==> src/rtl/u8u16_pkg.sv <==
`default_nettype none
// ----------------------------------------------------------------------------
// u8u16_pkg
// Shared types, constants and helper functions of the UTF-8 to UTF-16LE
// transcoder.
// ----------------------------------------------------------------------------
package u8u16_pkg;

  localparam logic [15:0] REPLACEMENT = 16'hFFFD;
  localparam logic [15:0] SUR_HI_BASE = 16'hD800;
  localparam logic [15:0] SUR_LO_BASE = 16'hDC00;
  localparam logic [9:0]  SUR_LO_MASK = 10'h3FF;
  localparam logic [20:0] SUPP_BASE   = 21'h10000;
  localparam logic [7:0]  CONT_MASK   = 8'h3F;
  localparam logic [11:0] CAP_RESET   = 12'd1023;

  typedef struct packed {
    logic [2:0][7:0] pend;
    logic [1:0]      cnt;
    logic [11:0]     written;
    logic            ovf;
  } st_t;

  typedef struct packed {
    logic [15:0] code_unit;
    logic        has_unit;
    logic        last;
    logic        overflowed;
  } res_t;

  function automatic logic [2:0] seq_len(input logic [7:0] b);
    logic [2:0] len;
    if (b[7] == 1'b0) begin
      len = 3'd1;
    end else if ((b & 8'hE0) == 8'hC0) begin
      len = 3'd2;
    end else if ((b & 8'hF0) == 8'hE0) begin
      len = 3'd3;
    end else if ((b & 8'hF8) == 8'hF0) begin
      len = 3'd4;
    end else begin
      len = 3'd0;
    end
    return len;
  endfunction

  function automatic logic [20:0] decode(input logic [7:0] b0, input logic [7:0] b1,
                                         input logic [7:0] b2, input logic [7:0] b3,
                                         input logic [2:0] len);
    logic [20:0] cp;
    logic [5:0]  c1;
    logic [5:0]  c2;
    logic [5:0]  c3;
    c1 = b1[5:0] & CONT_MASK[5:0];
    c2 = b2[5:0] & CONT_MASK[5:0];
    c3 = b3[5:0] & CONT_MASK[5:0];
    case (len)
      3'd2:    cp = {10'd0, b0[4:0], c1};
      3'd3:    cp = {5'd0, b0[3:0], c1, c2};
      3'd4:    cp = {b0[2:0], c1, c2, c3};
      default: cp = {13'd0, b0};
    endcase
    return cp;
  endfunction

endpackage
`default_nettype wire

==> src/rtl/utf8_to_utf16le_transcoder_core.sv <==
`default_nettype none
// ----------------------------------------------------------------------------
// utf8_to_utf16le_transcoder_core
// Converts a zero-terminated UTF-8 byte stream into UTF-16 code units, with
// a per-string unit capacity and an end marker on the terminator.
// ----------------------------------------------------------------------------
// Channel   Direction  Handshake               Payload
// in        sink       in_valid_i/in_stall_o   data_byte_i
// out       source     out_valid_o/out_stall_i code_unit_o, has_unit_o,
//                                              last_o, overflowed_o
// cfg       APB slave  psel/penable/pready     paddr, pwdata, prdata
//
// A byte enters an input register, is decoded from it once the result
// register is free and its results land in a three-entry result register;
// one byte per cycle is taken while each byte yields at most one result
// and the output does not stall. A byte giving two or three results holds
// the input side while the result register drains. Reset clears the decoder
// state and sets the capacity to 1023; no clearing pass is needed.
// ----------------------------------------------------------------------------
module utf8_to_utf16le_transcoder_core import u8u16_pkg::*; (
  input  logic        clk_i,
  input  logic        rst_ni,
  input  logic        in_valid_i,
  output logic        in_stall_o,
  input  logic [7:0]  data_byte_i,
  output logic        out_valid_o,
  input  logic        out_stall_i,
  output logic [15:0] code_unit_o,
  output logic        has_unit_o,
  output logic        last_o,
  output logic        overflowed_o,
  input  logic        psel,
  input  logic        penable,
  input  logic        pwrite,
  input  logic [2:0]  paddr,
  input  logic [31:0] pwdata,
  output logic [31:0] prdata,
  output logic        pready
);

  localparam logic REG_CAPACITY = 1'b0;

  logic [11:0] cap_q;
  logic        s1_valid_q, s1_valid_d;
  logic [7:0]  s1_byte_q;
  st_t         st_q;
  st_t         st_next;
  res_t [2:0]  step_res;
  logic [1:0]  step_count;
  logic        buf_free;
  logic        advance;
  logic        in_accept;
  logic        cfg_write;
  res_t        cur_res;

  assign pready    = 1'b1;
  assign cfg_write = psel && penable && pwrite && (paddr[2] == REG_CAPACITY);
  assign prdata    = (paddr[2] == REG_CAPACITY) ? {20'd0, cap_q} : 32'd0;

  assign advance    = s1_valid_q && buf_free;
  assign in_stall_o = s1_valid_q && !buf_free;
  assign in_accept  = in_valid_i && !in_stall_o;
  assign s1_valid_d = in_accept || (s1_valid_q && !advance);

  always_ff @(posedge clk_i or negedge rst_ni) begin
    if (!rst_ni) begin
      cap_q      <= CAP_RESET;
      s1_valid_q <= 1'b0;
      st_q       <= '0;
    end else begin
      if (cfg_write) begin
        cap_q <= pwdata[11:0];
      end
      s1_valid_q <= s1_valid_d;
      if (advance) begin
        st_q <= st_next;
      end
    end
  end

  always_ff @(posedge clk_i) begin
    if (in_accept) begin
      s1_byte_q <= data_byte_i;
    end
  end

  u8u16_step u_step (
    .byte_i  (s1_byte_q),
    .state_i (st_q),
    .cap_i   (cap_q),
    .state_o (st_next),
    .res_o   (step_res),
    .count_o (step_count)
  );

  u8u16_outbuf u_outbuf (
    .clk_i       (clk_i),
    .rst_ni      (rst_ni),
    .load_i      (advance),
    .res_i       (step_res),
    .count_i     (step_count),
    .free_o      (buf_free),
    .out_valid_o (out_valid_o),
    .out_stall_i (out_stall_i),
    .res_o       (cur_res)
  );

  assign code_unit_o  = cur_res.code_unit;
  assign has_unit_o   = cur_res.has_unit;
  assign last_o       = cur_res.last;
  assign overflowed_o = cur_res.overflowed;

  a_empty_pending_clear : assert property (@(posedge clk_i) disable iff (!rst_ni)
    (st_q.cnt == 2'd0) |-> (st_q.pend == '0))
    else $error("pending bytes left behind with an empty count");

  a_bare_marker : assert property (@(posedge clk_i) disable iff (!rst_ni)
    (out_valid_o && !has_unit_o) |-> (last_o && code_unit_o == 16'd0))
    else $error("result without a unit is not a clean end marker");

  a_overflow_on_last : assert property (@(posedge clk_i) disable iff (!rst_ni)
    (out_valid_o && overflowed_o) |-> last_o)
    else $error("overflow flag shown on a result that is not the last");

endmodule
`default_nettype wire

==> src/rtl/u8u16_step.sv <==
`default_nettype none
// ----------------------------------------------------------------------------
// u8u16_step
// Combinational step: one byte and the decoder state give the next state and
// up to three result entries, with the unit capacity applied.
// ----------------------------------------------------------------------------
module u8u16_step import u8u16_pkg::*; (
  input  logic [7:0]       byte_i,
  input  st_t              state_i,
  input  logic [11:0]      cap_i,
  output st_t              state_o,
  output res_t [2:0]       res_o,
  output logic [1:0]       count_o
);

  logic [2:0]       cand_v;
  logic [2:0][20:0] cand_cp;
  logic [3:0]       res_v;
  logic [3:0][15:0] res_u;
  logic [2:0]       idx;
  logic [12:0]      w;
  logic             ovf;
  logic             term;
  logic [2:0]       lead_len;
  logic [2:0]       len1;
  logic [2:0]       len2;
  logic [7:0]       b1;
  logic [7:0]       b2;
  logic [7:0]       b3;
  logic [20:0]      v;
  logic [2:0]       last_idx;
  st_t              nxt;

  assign term = (byte_i == 8'd0);

  always_comb begin
    cand_v   = '0;
    cand_cp  = '0;
    nxt      = state_i;
    lead_len = seq_len(state_i.pend[0]);
    len1     = seq_len(state_i.pend[1]);
    len2     = seq_len(state_i.pend[2]);
    b1       = (state_i.cnt == 2'd1) ? byte_i : state_i.pend[1];
    b2       = (state_i.cnt == 2'd2) ? byte_i : state_i.pend[2];
    b3       = (state_i.cnt == 2'd3) ? byte_i : 8'd0;
    if (term) begin
      if (state_i.cnt != 2'd0) begin
        cand_v[0]  = 1'b1;
        cand_cp[0] = {5'd0, REPLACEMENT};
      end
      if (state_i.cnt >= 2'd2) begin
        cand_v[1] = 1'b1;
        if (len1 == 3'd1) begin
          cand_cp[1] = {13'd0, state_i.pend[1]};
          if (state_i.cnt == 2'd3) begin
            cand_v[2]  = 1'b1;
            cand_cp[2] = (len2 == 3'd1) ? {13'd0, state_i.pend[2]} : {5'd0, REPLACEMENT};
          end
        end else if (len1 == 3'd2 && state_i.cnt == 2'd3) begin
          cand_cp[1] = decode(state_i.pend[1], state_i.pend[2], 8'd0, 8'd0, 3'd2);
        end else begin
          cand_cp[1] = {5'd0, REPLACEMENT};
          if (state_i.cnt == 2'd3) begin
            cand_v[2]  = 1'b1;
            cand_cp[2] = (len2 == 3'd1) ? {13'd0, state_i.pend[2]} : {5'd0, REPLACEMENT};
          end
        end
      end
    end else if (state_i.cnt == 2'd0) begin
      unique case (seq_len(byte_i))
        3'd1: begin
          cand_v[0]  = 1'b1;
          cand_cp[0] = {13'd0, byte_i};
        end
        3'd0: begin
          cand_v[0]  = 1'b1;
          cand_cp[0] = {5'd0, REPLACEMENT};
        end
        default: begin
          nxt.pend[0] = byte_i;
          nxt.cnt     = 2'd1;
        end
      endcase
    end else if (lead_len < 3'd2 || ({1'b0, state_i.cnt} + 3'd1) >= lead_len) begin
      cand_v[0]  = 1'b1;
      cand_cp[0] = (lead_len < 3'd2) ? {5'd0, REPLACEMENT}
                                     : decode(state_i.pend[0], b1, b2, b3, lead_len);
      nxt.pend   = '0;
      nxt.cnt    = 2'd0;
    end else begin
      case (state_i.cnt)
        2'd1:    nxt.pend[1] = byte_i;
        2'd2:    nxt.pend[2] = byte_i;
        default: nxt.pend[0] = state_i.pend[0];
      endcase
      nxt.cnt = state_i.cnt + 2'd1;
    end
  end

  always_comb begin
    res_v = '0;
    res_u = '0;
    idx   = 3'd0;
    w     = {1'b0, state_i.written};
    ovf   = state_i.ovf;
    v     = '0;
    for (int k = 0; k < 3; k++) begin
      if (cand_v[k]) begin
        if (cand_cp[k] >= SUPP_BASE) begin
          v = cand_cp[k] - SUPP_BASE;
          if (w + 13'd2 <= {1'b0, cap_i}) begin
            res_v[idx[1:0]]         = 1'b1;
            res_u[idx[1:0]]         = SUR_HI_BASE | {5'd0, v[20:10]};
            res_v[idx[1:0] + 2'd1]  = 1'b1;
            res_u[idx[1:0] + 2'd1]  = SUR_LO_BASE | {6'd0, v[9:0] & SUR_LO_MASK};
            idx                     = idx + 3'd2;
            w                       = w + 13'd2;
          end else begin
            ovf = 1'b1;
          end
        end else if (w + 13'd1 <= {1'b0, cap_i}) begin
          res_v[idx[1:0]] = 1'b1;
          res_u[idx[1:0]] = cand_cp[k][15:0];
          idx             = idx + 3'd1;
          w               = w + 13'd1;
        end else begin
          ovf = 1'b1;
        end
      end
    end
  end

  assign last_idx = idx - 3'd1;

  always_comb begin
    for (int k = 0; k < 3; k++) begin
      res_o[k].code_unit  = res_u[k];
      res_o[k].has_unit   = res_v[k];
      res_o[k].last       = 1'b0;
      res_o[k].overflowed = 1'b0;
    end
    count_o = idx[1:0];
    state_o = nxt;
    state_o.written = w[11:0];
    state_o.ovf     = ovf;
    if (term) begin
      state_o = '0;
      if (idx == 3'd0) begin
        res_o[0].code_unit  = 16'd0;
        res_o[0].has_unit   = 1'b0;
        res_o[0].last       = 1'b1;
        res_o[0].overflowed = ovf;
        count_o             = 2'd1;
      end else begin
        res_o[last_idx[1:0]].last       = 1'b1;
        res_o[last_idx[1:0]].overflowed = ovf;
      end
    end
  end

endmodule
`default_nettype wire

==> src/rtl/u8u16_outbuf.sv <==
`default_nettype none
// ----------------------------------------------------------------------------
// u8u16_outbuf
// Result register: holds the entries of one step and hands them out one
// transfer at a time.
// ----------------------------------------------------------------------------
module u8u16_outbuf import u8u16_pkg::*; (
  input  logic       clk_i,
  input  logic       rst_ni,
  input  logic       load_i,
  input  res_t [2:0] res_i,
  input  logic [1:0] count_i,
  output logic       free_o,
  output logic       out_valid_o,
  input  logic       out_stall_i,
  output res_t       res_o
);

  res_t [2:0] entries_q;
  logic [1:0] rem_q, rem_d;
  logic [1:0] idx_q, idx_d;
  logic       take;

  assign out_valid_o = (rem_q != 2'd0);
  assign take        = out_valid_o && !out_stall_i;
  assign free_o      = (rem_q == 2'd0) || (rem_q == 2'd1 && take);
  assign res_o       = entries_q[idx_q];

  always_comb begin
    rem_d = rem_q;
    idx_d = idx_q;
    if (load_i) begin
      rem_d = count_i;
      idx_d = 2'd0;
    end else if (take) begin
      rem_d = rem_q - 2'd1;
      idx_d = idx_q + 2'd1;
    end
  end

  always_ff @(posedge clk_i or negedge rst_ni) begin
    if (!rst_ni) begin
      rem_q <= 2'd0;
      idx_q <= 2'd0;
    end else begin
      rem_q <= rem_d;
      idx_q <= idx_d;
    end
  end

  always_ff @(posedge clk_i) begin
    if (load_i) begin
      entries_q <= res_i;
    end
  end

  a_load_when_free : assert property (@(posedge clk_i) disable iff (!rst_ni)
    load_i |-> free_o)
    else $error("result register loaded while results still wait");

  a_index_in_range : assert property (@(posedge clk_i) disable iff (!rst_ni)
    (rem_q != 2'd0) |-> ({1'b0, idx_q} + {1'b0, rem_q} <= 3'd3))
    else $error("result index runs past the held entries");

endmodule
`default_nettype wire
==> config.mk <==
export PLATFORM = sky130hd
export DESIGN_NAME = utf8_to_utf16le_transcoder_core
export DESIGN_NICKNAME = d
export VERILOG_FILES = /design/src/rtl/u8u16_pkg.sv /design/src/rtl/utf8_to_utf16le_transcoder_core.sv /design/src/rtl/u8u16_step.sv /design/src/rtl/u8u16_outbuf.sv
export SDC_FILE = /design/constraint.sdc
export NUM_CORES = 1
export LEC_CHECK = 0
export BUFFER_PORTS_ARGS = -buffer_cell sky130_fd_sc_hd__buf_2
export CAP_MARGIN = 25
export CELL_PAD_IN_SITES_DETAIL_PLACEMENT = 0
export CELL_PAD_IN_SITES_GLOBAL_PLACEMENT = 1
export CORE_ASPECT_RATIO = 1.75
export CORE_MARGIN = 10
export CORE_UTILIZATION = 25
export CTS_BUF_LIST = sky130_fd_sc_hd__clkbuf_4 sky130_fd_sc_hd__clkbuf_8
export DETAILED_ROUTE_END_ITERATION = 8
export GPL_ROUTABILITY_DRIVEN = 0
export PLACE_DENSITY = 0.54
export SLEW_MARGIN = 20
export SYNTH_ARGS = -nofsm -noshare
export SYNTH_HDL_FRONTEND = slang
export SYNTH_SLANG_ARGS = --single-unit
==> constraint.sdc <==
create_clock -name clk_i -period 13.9 [get_ports clk_i]
set_clock_uncertainty 0.05 [all_clocks]
set_input_delay 1.39 -clock clk_i [delete_from_list [all_inputs] [get_ports clk_i]]
set_output_delay 1.39 -clock clk_i [all_outputs]
set_load 0.02 [all_outputs]
Yosys cells after proc, flatten, opt, wreduce, memory -nomap -nowiden

Index checks and enable logic that the tools add are counted.

Reduce and logical (&&, ||, !) cells: 40
Order comparisons: 23
$add $sub $neg: 20
Bitwise gates (word level): 6
Eq/ne operators: 25
Multiplexer cells: 152

Operators by type and width:

| kind                                                                 | count |
|---|---|
| bitwise mux 64 bit                                                   | 6 |
| two-way mux 64 bit                                                   | 4 |
| two-way mux 48 bit                                                   | 4 |
| two-way mux 16 bit                                                   | 11 |
| demux 16 bit (select 2 bit)                                          | 4 |
| two-way mux 21 bit                                                   | 6 |
| two-way mux 42 bit                                                   | 3 |
| bitwise mux 57 bit                                                   | 2 |
| two-way mux 3 bit                                                    | 36 |
| two-way mux 13 bit                                                   | 8 |
| <= comparator 13 x 12 -> 1 bit                                       | 6 |
| demux 19 bit (select 2 bit)                                          | 2 |
| two-way mux 32 bit                                                   | 2 |
| greater-or-equal comparator 21 x 17 -> 1 bit (second input constant) | 3 |
| case mux 21 bit (3 select lines)                                     | 1 |
| subtractor 21 x 17 -> 21 bit (second input constant)                 | 3 |
| two-way mux 12 bit                                                   | 5 |
| two-way mux 57 bit                                                   | 1 |
| two-way mux 39 bit                                                   | 1 |
| binary-select mux 19 bit (select 2 bit)                              | 1 |
| two-way mux 19 bit                                                   | 2 |
| two-way mux 38 bit                                                   | 1 |
| case mux 16 bit (2 select lines)                                     | 1 |
| two-way mux 1 bit                                                    | 29 |
| 43 further kinds                                                     | 124 |

Word-level logic and storage cells: 291
Output and inout port bits: 54
Input bits: 50
Flip-flop bits (word level): 121

Logic depth before layout (Yosys ltp)

Gate-level depths: netlist of run 1.

Word-level depth: 33
Mapped depth: 55
Gate-level depth less buffers: 52

Hierarchy

Synthesis of run 1 repeated with hierarchy kept, for this count alone.

Cell total of the unflattened synthesis: 1217
Area total of the unflattened synthesis: 10822.9 um2

By module, submodules not included:

| module                          | times used | seq. area each (um2) | area an instance (um2) | cells an instance |
|---|---|---|---|---|
| u8u16_step                      | 1          | 0.0                  | 5967.0                 | 930 |
| utf8_to_utf16le_transcoder_core | 1          | 1554.0               | 2497.4                 | 159 |
| u8u16_outbuf                    | 1          | 1811.7               | 2358.5                 | 128 |

Worst setup path after synthesis of run 1

No wires, ideal clock.

Kind: register to register
Start point: reg st_q[6] in the netlist's numbering
End point: reg u_outbuf.entries_q[2] in the netlist's numbering, data pin
Setup time: 0.284 ns
Data arrival time: 9.778 ns
Stages on the path, launching flop included: 51
Clock period less this slack: 10.112 ns
Buffers on the path: 3
Data required time: 13.566 ns
Setup slack: 3.788 ns
Cells stage by stage: dfrtp_1 clkbuf_1 nand2_1 nor2_1 nand2_1 nor2_1 nand2_1 xnor2_1 ha_1 a211o_1 a2111oi_0 a211oi_1 nor4_1 a211o_1 o21ai_0 o32a_1 a211oi_4 nand3_1 [... 15 more ...] and3_1 xor2_1 ha_1 a21oi_1 nor2b_1 o21ai_0 o211ai_1 a21oi_1 nor2b_1 o21ai_0 a21oi_1 nand2b_1 a21oi_4 mux2i_1 and3_1 buf_6 buf_6 a41oi_1

RTL lines:

| element                | RTL line                              | RTL |
|---|---|---|
| start, declared        | utf8_to_utf16le_transcoder_core.sv:46 | `st_t st_q;` |
| start signal, assigned | utf8_to_utf16le_transcoder_core.sv:76 | `st_q <= st_next;` |
| end signal, assigned   | u8u16_outbuf.sv:53                    | `entries_q <= res_i;` |
| end, declared          | u8u16_outbuf.sv:19                    | `res_t [2:0] entries_q;` |

==> run_results.csv, run 1 <==
group,metric,value,unit
synth,yosysSeqAreaShare,0.3078,
power,irDropWorstVdd,0.08707,mV
routing,avgRoutedWirePerCell,21.83,um
cts,clock_sinks,114,
worst_setup_path,arrival,12.29,ns
global_route,antenna_found_initial,2,
place,hpwl,31670,um
min_path,hp-class,"reg -> reg",
worst_setup_path,crit_required,14.05,ns
power,power_frac_seq,0.257,
cts,cts.path.max_buffers,2,
worst_setup_path,crit_path_start,"st_q[1]",
worst_setup_path,crit_family,"compound AO/OA/AOI/OAI gates",
sta,fmax,82.37,MHz
worst_setup_path,crit_cells,53,
synth,yosys.area.top_type_share,0.1699,
sta,finalSetupTns,0,ns
cts,cts_made_buffers,17,
routing,via_per_inst,5.222,
worst_setup_path,ff2ff_path_depth,53,
die,rows,98,
min_path,min_path_cells,1,
global_route,grt_start_max_net_pins,58,
sta,hold_violations,0,
synth,ys_top_cells_by_area,"edfxtp_1, dfrtp_1, ha_1",
worst_setup_path,timing.rr.end,"u_outbuf.entries_q[17]",
sta,finalCriticalPeriod,12.14,ns
worst_setup_path,r2r_slack,1.76,ns
worst_setup_path,path_buf_inv,9,
cts,path_clk_slew,0.09,ns
global_route,gr-usage-all-layers,0.1559,
power,switching_power,0.001147,W
synth,synth.distinct_cells,100,
routing,routed-via-count,9415,
power,power_frac_clock,0.166,
cts,insertion_delay,0.50,ns
synth,netlist_area,0.01025,mm^2
place,portBuffers,60,
worst_setup_path,slowest_delay,0.63,ns
power,combPwrFrac,0.578,
die,fp.dieW,173.1,um
synth,synth_top_area_cell,"edfxtp_1",
global_route,grt-ovfl-total,0,
cts,htree_levels,4,
routing,antenna_left,0,
worst_setup_path,crit_top_cell,"ha_1",
final_layout,fin_cells,1803,
power,power.internal,0.001173,W
die,start_util,0.2518,
die,core_area,0.04071,mm^2
sta,drv_slew,0,
synth,yosysWarnings,0,
synth,syn_avg_cell_area,8.529,um^2
die,dieArea,0.04983,mm^2
place,dp.cells,1770,
synth,synthCells,1202,
worst_setup_path,cp_max_fo,16,
status,status,"complete, no violations",
global_route,grt_pass1_vias,9665,
cts,ctsHoldBuffers,0,
sta,setup_viol,0,
die,dieHeight,287.9,um
power,power.density,201.4,mW/mm^2
routing,drcViolationCount,0,
worst_setup_path,r2r-start,"st_q[1]",
synth,synth_flop_cell,"edfxtp_1",
worst_setup_path,startpoint_type,"register",
cts,post_cts_buffers,0,
sta,max_slew.worst_pin.slew,1.111,ns
routing,drt_first_pass_iters,7,
synth,async_reset_ff_frac,0.4912,
final_layout,layout-drive-gt1-share,0.1486,
final_layout,area.growth.synth_to_final,12.37,%
worst_setup_path,critPathSlowestCell,"nor4_1",
sta,rsz0062_at_grt,"no",
flow_run,cap_violations,0,
power,leakagePower,4.556,nW
routing,wirelength,39360,um
sta,final.period_utilization,0.8734,
die,io_pins,104,
synth,ys_ff_latch,114,
power,switching_share,0.4943,
cts,cts_resized,0,
global_route,grt_pass1_wl,59170,um
worst_setup_path,end_kind,"register",
sta,relSlewSlack,0.2591,
cts,tritoncts,"yes",
routing,drtIter0Drc,530,
synth,synth_edf_count,58,
cts,clock-root-buffer,"clkbuf_8",
power,finalPower,0.002320,W
worst_setup_path,cp-endpoint,"u_outbuf.entries_q[17]",
worst_setup_path,worstSetupPathType,"reg -> reg",
final_layout,final_nets,1359,
## cell usage after synthesis (8+ instances only)
master,n
nor3_1,23
nand4_1,19
o21ai_0,92
mux2i_1,37
a21o_1,9
ha_1,70
a211oi_1,20
a21oi_1,61
mux2_2,15
and4_1,8
dfrtp_1,46
and3_1,15
dfstp_2,10
edfxtp_1,58
nand3_1,38
nor2_1,81
nor2b_1,11
nand2_1,158
xnor2_1,42
clkbuf_1,41
buf_2,14
xor2_1,18
o31ai_1,19
nor4_1,11
a31oi_1,12
nand2b_1,12
buf_4,22
and2_1,9
inv_1,50
o22ai_1,23
## metrics by stage
step	utilization	hold slack (ns)	cell area, um^2	setup WS, ns
floorplan	-	0.4004	10320	3.788
global placement	0.2716	0.4176	11060	1.722
detailed placement	0.2716	0.4326	11060	1.872
CTS	0.2829	0.4530	11520	1.781
global route	0.2830	0.4730	11520	0.6639
finish	0.2830	0.4533	11520	1.759
## worst min path at each step
| stage | from | endpoint | slack, ns |
|---|---|---|---|
| finish | st_q[38] | st_q[38] | 0.45 |
| global route | cap_q[11] | cap_q[11] | 0.47 |
| CTS | st_q[0] | st_q[0] | 0.45 |
| detailed placement | st_q[0] | st_q[0] | 0.43 |
| global placement | st_q[0] | st_q[0] | 0.42 |
| floorplan | st_q[0] | st_q[0] | 0.40 |
## final cells by class
class                           count  area (um^2)
Antenna cell                        1        2.502
Clock buffer                       17        234.0
Clock inverter                     15        229.0
Fill cell                        4463        29190
Inverter                           51        191.4
Multi-Input combinational cell    968         6518
Sequential cell                   114         3156
Tap cell                          550        688.2
Timing Repair Buffer               87        503.0
## metal layers
layer / global-route usage / vias up / wire (um)
met3: 0.02453 / 129 / 1560
li1: - / 4488 / -
met4: 0.1142 / 2 / 2874
met1: 0.1449 / 4458 / 13410
met2: 0.3014 / 338 / 21510
met5: 0 / - / 7
## logic make-up (layout without fill, tap and decap cells)
kind of cell	count (synthesis)	count (layout)	share of synthesized area
buffers and inverters	139	170	0.06358
XOR/XNOR	61	61	0.05284
multiplexers	52	52	0.05260
other	2	22	0.0007325
flip-flops	114	114	0.3078
AO/OA/AOI/OAI	337	337	0.2292
AND/OR/NAND/NOR	427	427	0.2078
adder cells (fa/ha/maj)	70	70	0.08543
## power by group through the flow
stage          clock [W]  combinational [W]  sequential (W)
2_1_floorplan          0           0.000943        0.000541
3_3_place_gp           0            0.00134        0.000601
3_5_place_dp           0            0.00135        0.000604
4_1_cts         0.000397            0.00135        0.000597
5_1_grt         0.000409            0.00148        0.000609
6_report        0.000385            0.00134        0.000596
## cells in the final DEF, fill, tap and decap left out, drive strengths merged, types with 8 or more instances in the layout
master	count
conb	21
nand2	160
xnor2	43
nor4	12
dfrtp	46
a211oi	22
o22ai	23
mux2i	37
o31ai	19
a21o	9
and2	10
nor3	26
nor2	81
inv	55
nor2b	11
and3	17
nand3	41
a31oi	12
o21ai	96
buf	87
nand4	20
mux2	15
dfstp	10
clkbuf	17
edfxtp	58
xor2	18
a21oi	64
o211ai	8
ha	70
and4	9
nand2b	12
## state kept, by name, summed over array words and instances, names as in the netlist
register and cells:
cap_q 12, s1_valid_q 1, u_outbuf.idx_q 2, u_outbuf.entries_q 50
u_outbuf.rem_q 2, st_q 39, s1_byte_q 8
(Power assumes the default switching activity.)
==> run 2, diff against run 1 <==
==> constraint.sdc (replaced) <==
create_clock -name clk_i -period 13.11 [get_ports clk_i]
set_clock_uncertainty 0.05 [all_clocks]
set_input_delay 1.311 -clock clk_i [delete_from_list [all_inputs] [get_ports clk_i]]
set_output_delay 1.311 -clock clk_i [all_outputs]
set_load 0.02 [all_outputs]
==> run 2 against run 1 <==
Against the previous run: sequential share of layout area hardly changed; sequential cell count unchanged; via count is 0.27% lower; hold slack got worse by 0.0090 ns; core utilization is essentially flat; power increased by 3.7%; combinational power grew 7%; register-to-register slack lost 0.40 ns; critical path depth down 3; clock-buffer cell count grew 3; die area is the same; global-route usage is 0.070 points higher; critical path type unchanged; critical endpoint is now u_outbuf.entries_q[2].
==> run_results.csv, run 2 (synthesis results as in run 1) <==
group,metric,value,unit
global_route,grt-ovfl-total,0,
worst_setup_path,crit_required,13.24,ns
global_route,antenna_found_initial,2,
die,fp.dieW,173.1,um
final_layout,area.growth.synth_to_final,12.19,%
final_layout,fillCellCount,4497,
worst_setup_path,arrival,11.89,ns
worst_setup_path,cp_max_fo,16,
sta,final.period_utilization,0.8966,
global_route,grt_start_max_net_pins,57,
power,irDropWorstVdd,0.08582,mV
cts,htree_levels,4,
die,core_area,0.04071,mm^2
sta,setup_viol,0,
worst_setup_path,r2r-start,"st_q[2]",
worst_setup_path,startpoint_type,"register",
final_layout,largest_register_ffs,50,
final_layout,layout-drive-gt1-share,0.1527,
routing,drtIter0Drc,513,
die,dieHeight,287.9,um
power,power.density,209.1,mW/mm^2
sta,relSlewSlack,0.3125,
final_layout,layout_common_cells,"nand2_1, o21ai_0, nor2_1",
cts,cts_made_buffers,17,
cts,post_cts_buffers,0,
routing,drt_first_pass_iters,5,
power,combPwrFrac,0.594,
final_layout,multiInputGateArea,0.006518,mm^2
power,switching_power,0.001206,W
worst_setup_path,timing.rr.end,"u_outbuf.entries_q[2]",
power,switching_share,0.5016,
final_layout,final_nets,1364,
cts,tritoncts,"yes",
worst_setup_path,slowest_delay,0.62,ns
cts,insertion_delay,0.50,ns
worst_setup_path,ff2ff_path_depth,50,
power,leakagePower,4.545,nW
min_path,hp-start,"st_q[0]",
die,io_pins,104,
flow_run,cap_violations,0,
global_route,gr-usage-met1,0.1444,
global_route,use_met2,0.3063,
sta,finalCriticalPeriod,11.75,ns
routing,drcViolationCount,0,
final_layout,largestRegisters,"u_outbuf.entries_q: 50 flops, st_q: 39 flops, cap_q: 12 flops",
power,power.internal,0.001199,W
routing,antenna_left,0,
sta,hold_violations,0,
sta,rsz0062_at_grt,"no",
sta,drv_slew,0,
sta,finalSetupTns,0,ns
cts,ctsHoldBuffers,0,
global_route,grt_pass1_wl,59390,um
power,power_frac_clock,0.144,
power,power_frac_seq,0.261,
status,status,"complete, no violations",
global_route,grt_pass1_vias,9467,
sta,fmax,85.08,MHz
worst_setup_path,r2r_slack,1.36,ns
cts,path_clk_slew,0.09,ns
global_route,gr-usage-all-layers,0.1566,
cts,clock-root-buffer,"clkbuf_8",
cts,clock_sinks,114,
place,pre_cts_ws,1.512,ns
worst_setup_path,critPathSlowestCell,"nor4_1",
min_path,hp-class,"reg -> reg",
routing,via_per_inst,5.194,
routing,avgRoutedWirePerCell,21.79,um
die,start_util,0.2518,
routing,wirelength,39400,um
worst_setup_path,end_kind,"register",
min_path,min_path_cells,2,
worst_setup_path,worstSetupPathType,"reg -> reg",
sta,max_slew.worst_pin.slew,1.031,ns
routing,routed-via-count,9390,
final_layout,largest_register,"u_outbuf.entries_q",
die,rows,98,
global_route,grt_most_used_layer,"met2",
place,hpwl,31660,um
die,dieArea,0.04983,mm^2
cts,cts.path.max_buffers,2,
sta,setup_ws,1.356,ns
cts,cts_resized,0,
min_path,worstHoldEndpoint,"st_q[0]",
final_layout,final-seq-area,0.003156,mm^2
place,portBuffers,60,
global_route,grt_use_met3,0.02794,
final_layout,final_common_cell,"nand2_1",
-- run 2: changes by cell type in the layout (fill, tap and decap cells not counted), sizes merged --
cell      previous run  this run
buf                 87        92
bufinv               5         2
clkbuf              17        20
clkinv               6         3
clkinvlp             0         3
-- run 2: worst max-delay path: cells and delay by family, from the launching register on --
family / cells / cell delay (ns)
AOI/OAI and AO/OA: 21 / 4.61
and+or+nand+nor: 14 / 3.30
adders and majority gates: 5 / 1.31
buffers and inverters: 5 / 0.67
muxes: 2 / 0.55
DFF: 1 / 0.52
xor gates and xnor gates: 3 / 0.45
-- run 2: layer usage --
metal	part of all wire	vias to the layer above	routed length, um
met5	0.00018	-	7
met4	0.064	2	2523
met3	0.035	107	1395
met2	0.56	297	21950
met1	0.34	4482	13530
li1	-	4502	-
-- run 2: area by class of cell --
cell class / instances / share of cell area
Multi-Input combinational cell: 968 / 0.5666
Sequential cell: 114 / 0.2743
Tap cell: 550 / 0.05983
Timing Repair Buffer: 92 / 0.04808
Clock buffer: 20 / 0.02284
Inverter: 51 / 0.01664
Clock inverter: 12 / 0.01142
Antenna cell: 1 / 0.0002176
-- run 2: per-stage QoR --
stage	instances	hold slack (ns)	cell area [um^2]	power [W]	util
after floorplan	1221	0.4004	10320	0.001573	-
after global placement	1775	0.4199	11110	0.002064	0.2728
after detailed placement	1775	0.4321	11110	0.002078	0.2728
after CTS	1807	0.4522	11500	0.002438	0.2825
after global routing	1808	0.4710	11500	0.002591	0.2825
final	1808	0.4443	11500	0.002405	0.2825
-- run 2: how the worst max path moves through the flow --
stage,start,endpoint,slack (ns),cells past startpoint
2_1_floorplan,st_q[6],u_outbuf.entries_q[2],3.00,50
3_3_place_gp,st_q[2],u_outbuf.entries_q[0],1.48,49
3_5_place_dp,st_q[2],u_outbuf.entries_q[0],1.51,50
4_1_cts,st_q[2],u_outbuf.entries_q[2],1.40,50
5_1_grt,st_q[2],u_outbuf.entries_q[31],0.42,50
6_report,st_q[2],u_outbuf.entries_q[2],1.36,50
-- run 2: power by group through the flow --
| stage | clock (W) | sequential (W) | combinational (W) |
|---|---|---|---|
| floorplan | 0 | 0.000573 | 0.000999 |
| global placement | 0 | 0.000633 | 0.00143 |
| detailed placement | 0 | 0.000637 | 0.00144 |
| CTS | 0.000360 | 0.000629 | 0.00145 |
| global route | 0.000375 | 0.000641 | 0.00157 |
| finish | 0.000348 | 0.000628 | 0.00143 |
==> run 3, diff against run 2 <==
--- a/config.mk
+++ b/config.mk
@@ -10,7 +10,7 @@
 export CELL_PAD_IN_SITES_DETAIL_PLACEMENT = 0
 export CELL_PAD_IN_SITES_GLOBAL_PLACEMENT = 1
 export CORE_ASPECT_RATIO = 1.75
-export CORE_MARGIN = 10
+export CORE_MARGIN = 4
 export CORE_UTILIZATION = 25
 export CTS_BUF_LIST = sky130_fd_sc_hd__clkbuf_4 sky130_fd_sc_hd__clkbuf_8
 export DETAILED_ROUTE_END_ITERATION = 8
==> constraint.sdc (replaced) <==
create_clock -name clk_i -period 13.2 [get_ports clk_i]
set_clock_uncertainty 0.05 [all_clocks]
set_input_delay 1.32 -clock clk_i [delete_from_list [all_inputs] [get_ports clk_i]]
set_output_delay 1.32 -clock clk_i [all_outputs]
set_load 0.02 [all_outputs]
==> run 3 against run 2 <==
Against the previous run: power down 1.9%; hold slack gained 0.013 ns; via count is 0.35% higher; critical endpoint is now u_outbuf.entries_q[0]; design area fell by 0.11%; register-to-register slack got worse by 0.22 ns; setup slack got worse by 0.22 ns.
==> run_results.csv, run 3 (synthesis results as in run 1) <==
group,metric,value,unit
cts,insertion_delay,0.49,ns
cts,path_clk_slew,0.11,ns
worst_setup_path,slowest_delay,0.76,ns
cts,post_cts_buffers,0,
die,dieArea,0.04444,mm^2
routing,antenna_left,0,
final_layout,area.growth.synth_to_final,12.07,%
sta,drv_slew,0,
final_layout,fin_cells,1799,
worst_setup_path,crit_path_start,"st_q[3]",
sta,finalCriticalPeriod,12.07,ns
sta,relSlewSlack,0.3679,
final_layout,largestRegisters,"u_outbuf.entries_q: 50 flops, st_q: 39 flops, cap_q: 12 flops",
final_layout,final_common_cell,"nand2_1",
final_layout,layout-drive-gt1-share,0.1507,
place,portBuffers,60,
global_route,gr-usage-all-layers,0.1690,
worst_setup_path,worstSetupPathType,"reg -> reg",
global_route,grt_pass1_vias,9444,
cts,cts.path.max_buffers,2,
worst_setup_path,crit_required,13.38,ns
min_path,hp-start,"st_q[0]",
status,status,"complete, no violations",
cts,cts_made_buffers,17,
routing,avgRoutedWirePerCell,21.04,um
global_route,grt-ovfl-total,0,
sta,hold_ws,0.4569,ns
cts,htree_levels,4,
sta,max_slew.worst_pin.slew,0.9409,ns
power,power.density,205.4,mW/mm^2
place,pre_cts_ws,1.355,ns
place,dp.cells,1766,
global_route,grt_start_max_net_pins,57,
flow_run,cap_violations,0,
final_layout,final_nets,1361,
die,start_util,0.2544,
worst_setup_path,cp_max_fo,16,
worst_setup_path,end_kind,"register",
place,hpwl,30320,um
die,io_pins,104,
final_layout,fillCellCount,4454,
min_path,hp-class,"reg -> reg",
power,leakagePower,4.539,nW
cts,tritoncts,"yes",
sta,hold_violations,0,
routing,drcViolationCount,0,
power,finalPower,0.002360,W
global_route,antenna_found_initial,2,
cts,ctsHoldBuffers,0,
final_layout,largest_register,"u_outbuf.entries_q",
cts,clock_sinks,114,
die,fp.dieW,161.1,um
sta,final.period_utilization,0.9142,
final_layout,largest_register_ffs,50,
sta,fmax,82.87,MHz
routing,via_per_inst,5.238,
worst_setup_path,startpoint_type,"register",
global_route,grt_pass1_wl,57270,um
sta,rsz0062_at_grt,"no",
worst_setup_path,critPathSlowestCell,"nor4_1",
routing,drtIter0Drc,501,
sta,setup_viol,0,
die,dieHeight,275.9,um
worst_setup_path,crit_top_cell,"ha_1",
die,core_area,0.04029,mm^2
die,rows,97,
routing,drt_first_pass_iters,5,
worst_setup_path,r2r-start,"st_q[3]",
final_layout,layout_common_cells,"nand2_1, o21ai_0, nor2_1",
routing,routed-via-count,9423,
cts,cts_resized,0,
sta,finalSetupTns,0,ns
routing,wirelength,37860,um
worst_setup_path,arrival,12.24,ns
cts,clock-root-buffer,"clkbuf_8",
sta,setup_ws,1.132,ns
power,irDropWorstVdd,0.1043,mV
## run 3: cell count changes in the layout (fill, tap and decap cells not counted), sizes merged
cell      delta
inv          +1
clkinv       +2
buf          -3
clkbuf       -2
clkinvlp     -1
## run 3: through the flow
stage,utilization,area [um^2]
finish,0.2852,11490
global placement,0.2752,11090
floorplan,-,10320
CTS,0.2851,11490
global route,0.2852,11490
detailed placement,0.2752,11090
## run 3: final timing paths
kind	endpoint	slack (ns)	depth (start not counted)
setup / recovery	u_outbuf.entries_q[0]	1.13	52
hold / removal	st_q[0]	0.46	2
setup reg to reg	u_outbuf.entries_q[0]	1.13	52
hold reg to reg	st_q[0]	0.46	2
max in group asynchronous	u_outbuf.rem_q[0]	11.49	2
min in group asynchronous	st_q[20]	0.97	2
## run 3: final cells by class
| class | instances | area (um^2) | share of cell area |
|---|---|---|---|
| multi-input combinational | 968 | 6518 | 0.5672 |
| clock buffer | 18 | 247.7 | 0.02156 |
| tap | 544 | 680.7 | 0.05924 |
| sequential | 114 | 3156 | 0.2746 |
| antenna | 1 | 2.502 | 0.0002178 |
| timing repair buffer | 89 | 543.0 | 0.04726 |
| clock inverter | 14 | 151.4 | 0.01318 |
| inverter | 51 | 191.4 | 0.01666 |
## run 3: layer usage
| metal | part of all wire | up-vias | GRT usage | wire, um |
|---|---|---|---|---|
| li1 | - | 4502 | - | - |
| met1 | 0.36 | 4554 | 0.1663 | 13460 |
| met2 | 0.55 | 273 | 0.3330 | 20960 |
| met3 | 0.030 | 94 | 0.02100 | 1135 |
| met4 | 0.061 | 0 | 0.1016 | 2300 |
| met5 | 0 | - | 0 | 0 |
## run 3: worst max-delay path: cells and delay by family (launching register included)
family,cells,cell delay (ns)
compound gates,17,3.78
simple gates,17,3.27
fa+ha+maj,6,1.72
buf+inv,6,1.01
mux,2,0.73
xor+xnor,4,0.67
flops,1,0.54
## run 3: report_power, final
group | switching (W) | leakage [nW] | internal [W]
clock | 0.000171 | 0.201 | 0.000175
combinational | 0.000898 | 3.06 | 0.000489
sequential | 0.000106 | 1.28 | 0.000521
total | 0.00117 | 4.54 | 0.00118
